File: src/design/binary_min_heap_priority_queue_macros.svh
// Assertion macros shared by the priority queue modules.
// Expects i_clk and i_rst_n in the scope of each use.
`ifndef BINARY_MIN_HEAP_PRIORITY_QUEUE_MACROS_SVH
`define BINARY_MIN_HEAP_PRIORITY_QUEUE_MACROS_SVH

// Same-cycle implication, checked out of reset
`define BMHPQ_ASSERT_NOW(lbl, ante, cons, msg) \
    lbl: assert property (@(posedge i_clk) disable iff (!i_rst_n) (ante) |-> (cons)) \
        else $error(msg);

// Next-cycle implication, checked out of reset
`define BMHPQ_ASSERT_NEXT(lbl, ante, cons, msg) \
    lbl: assert property (@(posedge i_clk) disable iff (!i_rst_n) (ante) |=> (cons)) \
        else $error(msg);

`endif

File: src/design/bmhpq_pkg.sv
// Package for the min priority queue: sizes, opcodes, status codes and beat types.
// No dependencies.
`timescale 1ns / 1ps

package bmhpq_pkg;

    localparam int CAPACITY  = 64;
    localparam int KEY_WIDTH = 32;
    localparam int CNT_W     = $clog2(CAPACITY + 1);
    localparam int OCC_W     = 7;
    localparam int FIELD_W   = 32;

    // Opcodes
    localparam logic OP_PUSH = 1'b0;
    localparam logic OP_POP  = 1'b1;

    typedef enum logic [1:0] {
        ST_OK    = 2'd0,
        ST_FULL  = 2'd1,
        ST_EMPTY = 2'd2
    } t_status;

    // One key slot, also used for the carry moving down the chain
    typedef struct packed {
        logic                 vld;
        logic [KEY_WIDTH-1:0] key;
    } t_slot;

    // Command beat
    typedef struct packed {
        logic               opcode;
        logic [FIELD_W-1:0] key_value;
    } t_cmd;

    // Response beat
    typedef struct packed {
        logic [FIELD_W-1:0] popped_key;
        logic [FIELD_W-1:0] min_key;
        logic [OCC_W-1:0]   occupancy;
        logic               heap_empty;
        t_status            status;
    } t_rsp;

endpackage

File: src/design/bmhpq_cell.sv
// One cell of the sorted key chain: holds one key, passes the larger key to its right.
// Depends on bmhpq_pkg and the assertion macro header.
`timescale 1ns / 1ps
`include "binary_min_heap_priority_queue_macros.svh"

module bmhpq_cell import bmhpq_pkg::*; (
    input  logic  i_clk,
    input  logic  i_rst_n,
    input  logic  i_pop,
    input  t_slot i_carry,
    input  t_slot i_next,
    output t_slot o_slot,
    output t_slot o_carry
);

    t_slot r_slot, n_slot;
    t_slot r_carry, n_carry;

    // Insert or shift: keep the smaller key, hand the larger one on
    always_comb begin
        n_slot  = r_slot;
        n_carry = r_carry;
        n_carry.vld = 1'b0;
        if (i_pop) begin
            n_slot = i_next;
        end else if (i_carry.vld) begin
            if (!r_slot.vld) begin
                n_slot = i_carry;
            end else if (i_carry.key < r_slot.key) begin
                n_slot.key = i_carry.key;
                n_carry    = r_slot;
            end else begin
                n_carry = i_carry;
            end
        end
    end

    // Slot and carry registers; only valid bits reset
    always_ff @(posedge i_clk) begin
        if (!i_rst_n) begin
            r_slot.vld  <= 1'b0;
            r_carry.vld <= 1'b0;
        end else begin
            r_slot  <= n_slot;
            r_carry <= n_carry;
        end
    end

    assign o_slot  = r_slot;
    assign o_carry = r_carry;

    `BMHPQ_ASSERT_NOW(a_pop_no_carry, i_pop, !i_carry.vld, "pop while a key is in flight")
    `BMHPQ_ASSERT_NOW(a_sorted, r_slot.vld && i_next.vld && !i_pop, r_slot.key <= i_next.key, "chain out of order")
    `BMHPQ_ASSERT_NEXT(a_carry_lands, i_carry.vld && !r_slot.vld && !i_pop, !o_carry.vld && o_slot.vld, "carry passed an empty cell")

endmodule

File: config.mk
export PLATFORM = sky130hd
export DESIGN_NAME = bmhpq_cell
export DESIGN_NICKNAME = d
export VERILOG_FILES = /design/src/design/bmhpq_pkg.sv /design/src/design/bmhpq_cell.sv
export VERILOG_INCLUDE_DIRS = /design/src /design/src/design
export SDC_FILE = /design/constraint.sdc
export NUM_CORES = 1
export LEC_CHECK = 0
export BUFFER_PORTS_ARGS = -buffer_cell sky130_fd_sc_hd__clkbuf_2
export CAP_MARGIN = 10
export CORE_MARGIN = 3
export CORE_UTILIZATION = 30
export CTS_BUF_LIST = sky130_fd_sc_hd__clkbuf_8 sky130_fd_sc_hd__clkbuf_16
export DETAILED_ROUTE_END_ITERATION = 10
export PLACE_DENSITY = 0.6
export REMOVE_ABC_BUFFERS = 1
export SYNTH_ARGS = -nofsm -noshare
export SYNTH_HDL_FRONTEND = slang
export SYNTH_SLANG_ARGS = --single-unit
File: constraint.sdc
create_clock -name i_clk -period 5.14 [get_ports i_clk]
set_clock_uncertainty 0.1 [all_clocks]
set_input_delay 1.028 -clock i_clk [delete_from_list [all_inputs] [get_ports i_clk]]
set_output_delay 1.028 -clock i_clk [all_outputs]
set_load 0.02 [all_outputs]
==> reports/summary.txt <==
======================================================================================
TritonCTS buffer count ..................................................            9
DRC violations left .....................................................            0
CTS tree ................................................................         done
Maximum root-to-sink buffer count .......................................            2
Fraction of final layout cells with drive strength greater than 1 .......       0.5503
Cell Pwr Density ........................................................ 332.0 mW/mm^2
Fraction of power consumed by combinational cells .......................        0.202
Arrival time reported for the critical path endpoint ....................      3.45 ns
Clock-pin slew on the worst setup and hold paths ........................      0.06 ns
Power Internal ..........................................................     1.210 mW
Leading post-synthesis cells by cell area ............................... sky130_fd_sc_hd__edfxtp_1 (52%), sky130_fd_sc_hd__mux2_4 (12%), sky130_fd_sc_hd__ha_1 (11%), sky130_fd_sc_hd__mux2_2 (10%), sky130_fd_sc_hd__inv_1 (3.3%)
Average via count per standard cell .....................................        4.647
Initial DRC Count .......................................................          117
Crit path required time .................................................      5.11 ns
Post-synthesis instance total ...........................................          253
Top-level port count ....................................................          135
Routed WL per cell ......................................................     15.51 um
Final antenna diode count ...............................................            0
CP startpoint kind ...................................................... primary input
Cell area after synthesis ............................................... 0.003674 mm^2
Number of sinks handled by clock tree synthesis .........................           66
Leakage power total .....................................................     2.268 nW
Final setup violation count .............................................            0
Area leader, netlist .................................................... sky130_fd_sc_hd__edfxtp_1
Worst Tran Pin Value ....................................................    0.9247 ns
Sequential cell area .................................................... 0.001962 mm^2
Global-route wire length before repair ..................................     12.64 mm
Std-Cell Core Area ...................................................... 0.01171 mm^2
Area Growth Syn to Fin ..................................................       31.47%
Most common cell after layout, fill and taps aside ...................... sky130_fd_sc_hd__clkbuf_2
Slowest Stage Delay on Critical Path ....................................      0.59 ns
Slowest cell on crit path ............................................... sky130_fd_sc_hd__a21oi_4
Worst Setup Slack post-DPL ..............................................     1.225 ns
Number of flip-flops and latches in the synthesized netlist .............           66
Met2 wirelength from detailed routing ...................................     4.116 mm
Post-synthesis area per instance ........................................   14.52 um^2
Detail Placement HPWL ...................................................     6.419 mm
Number of distinct standard cells referenced by the synthesized netlist .           31
Register area share after synthesis .....................................       0.5341
CTS root buf ............................................................ sky130_fd_sc_hd__clkbuf_16
Number of filler instances in the final layout ..........................         1144
Count of yosys warnings during synthesis ................................            0
Clock group share of total power ........................................        0.386
DR top layer ............................................................         met4
Antenna violations before repair ........................................            0
Hold_buf cts ............................................................            0
Antenna Violating Nets Remaining ........................................            0
Largest net degree at the start of global routing .......................           37
Highest attainable clock frequency ......................................    286.8 MHz
Effective utilization at floorplan ......................................       0.3137
Final critical-path share of the clock period ...........................       0.6784
Number of buffer cells added on primary ports ...........................          134
Critical path type ...................................................... primary input to flip-flop
Cell chain of the critical path ......................................... clkbuf_2 -> ha_1 -> a21oi_1 -> nor2_1 -> a211oi_1 -> o211ai_1 -> a21oi_4 -> buf_4 -> mux2_2
Full die area ........................................................... 0.01361 mm^2
Final-report max-slew violation count ...................................            0
Share of the synthesized area in the top cell type ......................       0.5232
Net count reported at finish ............................................          494
Number of post-CTS setup repair buffers .................................            0
Worst slack on hold paths ...............................................    0.4643 ns
Metal1 wirelength .......................................................     3.666 mm
Via count ...............................................................         2514
Peak ir drop on the vdd network .........................................     188.9 uV
Std cell rows ...........................................................           39
Final routed wirelength across all metal layers .........................     8.389 mm
Routability cong. .......................................................       0.7605
Multi-input gate area ................................................... 0.001558 mm^2
P_sw ....................................................................    0.3932 mW
Max-cap violations ......................................................            0
Depth of the CTS H-tree .................................................            3
Reg power frac ..........................................................        0.412
Sum Neg Setup Slack .....................................................         0 ns
Detailed-routing iteration count for the pre-antenna-repair pass ........            4
RSZ-0062 raised after global routing ....................................        false
Final hold vios .........................................................            0
Switching Fraction ......................................................       0.2452
Least setup slack across all paths after layout .........................     1.653 ns
Kind of end point of the critical path ..................................    flip-flop
Detail Route met3 WL ....................................................       488 um
Worst hold-check path type .............................................. flip-flop to flip-flop
Final critical-path required period .....................................     3.487 ns
Most used cells in the layout excluding fill and tap cells .............. sky130_fd_sc_hd__clkbuf_2 (134), sky130_fd_sc_hd__edfxtp_1 (64), sky130_fd_sc_hd__mux2_2 (34), sky130_fd_sc_hd__inv_1 (33), sky130_fd_sc_hd__ha_1 (31)
Die height ..............................................................     116.7 um
Register-to-Register Setup Slack ........................................      2.06 ns
Headroom to the max-slew limit ..........................................       0.3835
Vias in the first global route ..........................................         2486
Number of gates given a new drive strength after cts ....................            0
Maximum fanout encountered on the critical timing path ..................           13
Run status ..............................................................    completed
Total grt overflow ......................................................            0
Floorplan die width .....................................................     116.7 um
Later-pin clock latency in the skew report ..............................      0.33 ns
Total global routing track utilization ..................................       0.1235
======================================================================================
==> final timing paths <==
| check | startpoint | to | depth (start not counted) |
|---|---|---|---|
| worst max-delay path | i_carry[25] | o_carry[0]$_DFFE_PP_ | 9 |
| worst min-delay path | o_slot[32]$_SDFFE_PN0N_ | o_slot[32]$_SDFFE_PN0N_ | 1 |
| worst min register to register | o_slot[32]$_SDFFE_PN0N_ | o_slot[32]$_SDFFE_PN0N_ | 1 |
| worst max register to register | o_slot[25]$_DFFE_PP_ | o_carry[0]$_DFFE_PP_ | 9 |
==> final cells by class <==
type                       count  share of cell area
multi-input combinational    148              0.3225
sequential                    66              0.4062
clock inverter                 3            0.008031
clock buffer                  12             0.05518
timing repair buffer         137              0.1461
tap                          143             0.03705
inverter                      32             0.02487
==> kinds of logic after synthesis <==
family | synth area share
AO/OA/AOI/OAI | 0.05075
adder cells (fa/ha/maj) | 0.1056
buffers and inverters | 0.04598
flip-flops | 0.5341
multiplexers | 0.2268
AND/OR/NAND/NOR | 0.03679
==> state kept, by name (all words and copies together), names as in the netlist <==
| name | count |
|---|---|
| o_carry | 33 |
| o_slot | 33 |
==> per-layer routing <==
layer / GRT usage / up-vias
met5: 0 / -
met4: 0.04128 / 0
met3: 0.03990 / 10
met2: 0.2075 / 79
met1: 0.1503 / 1191
li1: - / 1234
==> worst max-delay path: cells and delay by family <==
family | cells | cell delay, ns
multiplexers | 1 | 0.33
buffers and inverters | 2 | 0.38
adder cells (fa/ha/maj) | 1 | 0.30
AND/OR/NAND/NOR | 1 | 0.05
AO/OA/AOI/OAI | 4 | 1.35
==> power groups by stage <==
stage                     sequential [mW]  combinational [mW]  clock, mW
after floorplan                     0.702               0.185          0
after global placement              0.671               0.321          0
after detailed placement            0.672               0.329          0
after CTS                           0.662               0.330      0.637
after global routing                0.665               0.358      0.660
final                               0.661               0.323      0.619
==> synth_stat cells (all sizes together) <==
master and number:
a211o 1, a211oi 2, a21o 2, a21oi 11, a221o 1, a221oi 1, a31oi 1, and2 1
and4 1, buf 3, clkbuf 4, dfxtp 2, edfxtp 64, ha 31, inv 32, mux2 64
nand2 9, nand2b 2, nand3 2, nand4 4, nor2 3, nor2b 1, nor3b 1, nor4 1
o211ai 1, o21ai 4, o311a 2, o41ai 1, or2b 1
==> stage by stage <==
| step | power, mW | std cells | instance area, um^2 | util |
|---|---|---|---|---|
| global placement | 0.9923 | 526 | 4524 | 0.3863 |
| global route | 1.683 | 541 | 4830 | 0.4124 |
| CTS | 1.629 | 541 | 4830 | 0.4124 |
| finish | 1.603 | 541 | 4830 | 0.4124 |
| floorplan | 0.8869 | 246 | 3625 | - |
| detailed placement | 1.001 | 526 | 4524 | 0.3863 |
Note: power is estimated with default switching activity, not from simulation.
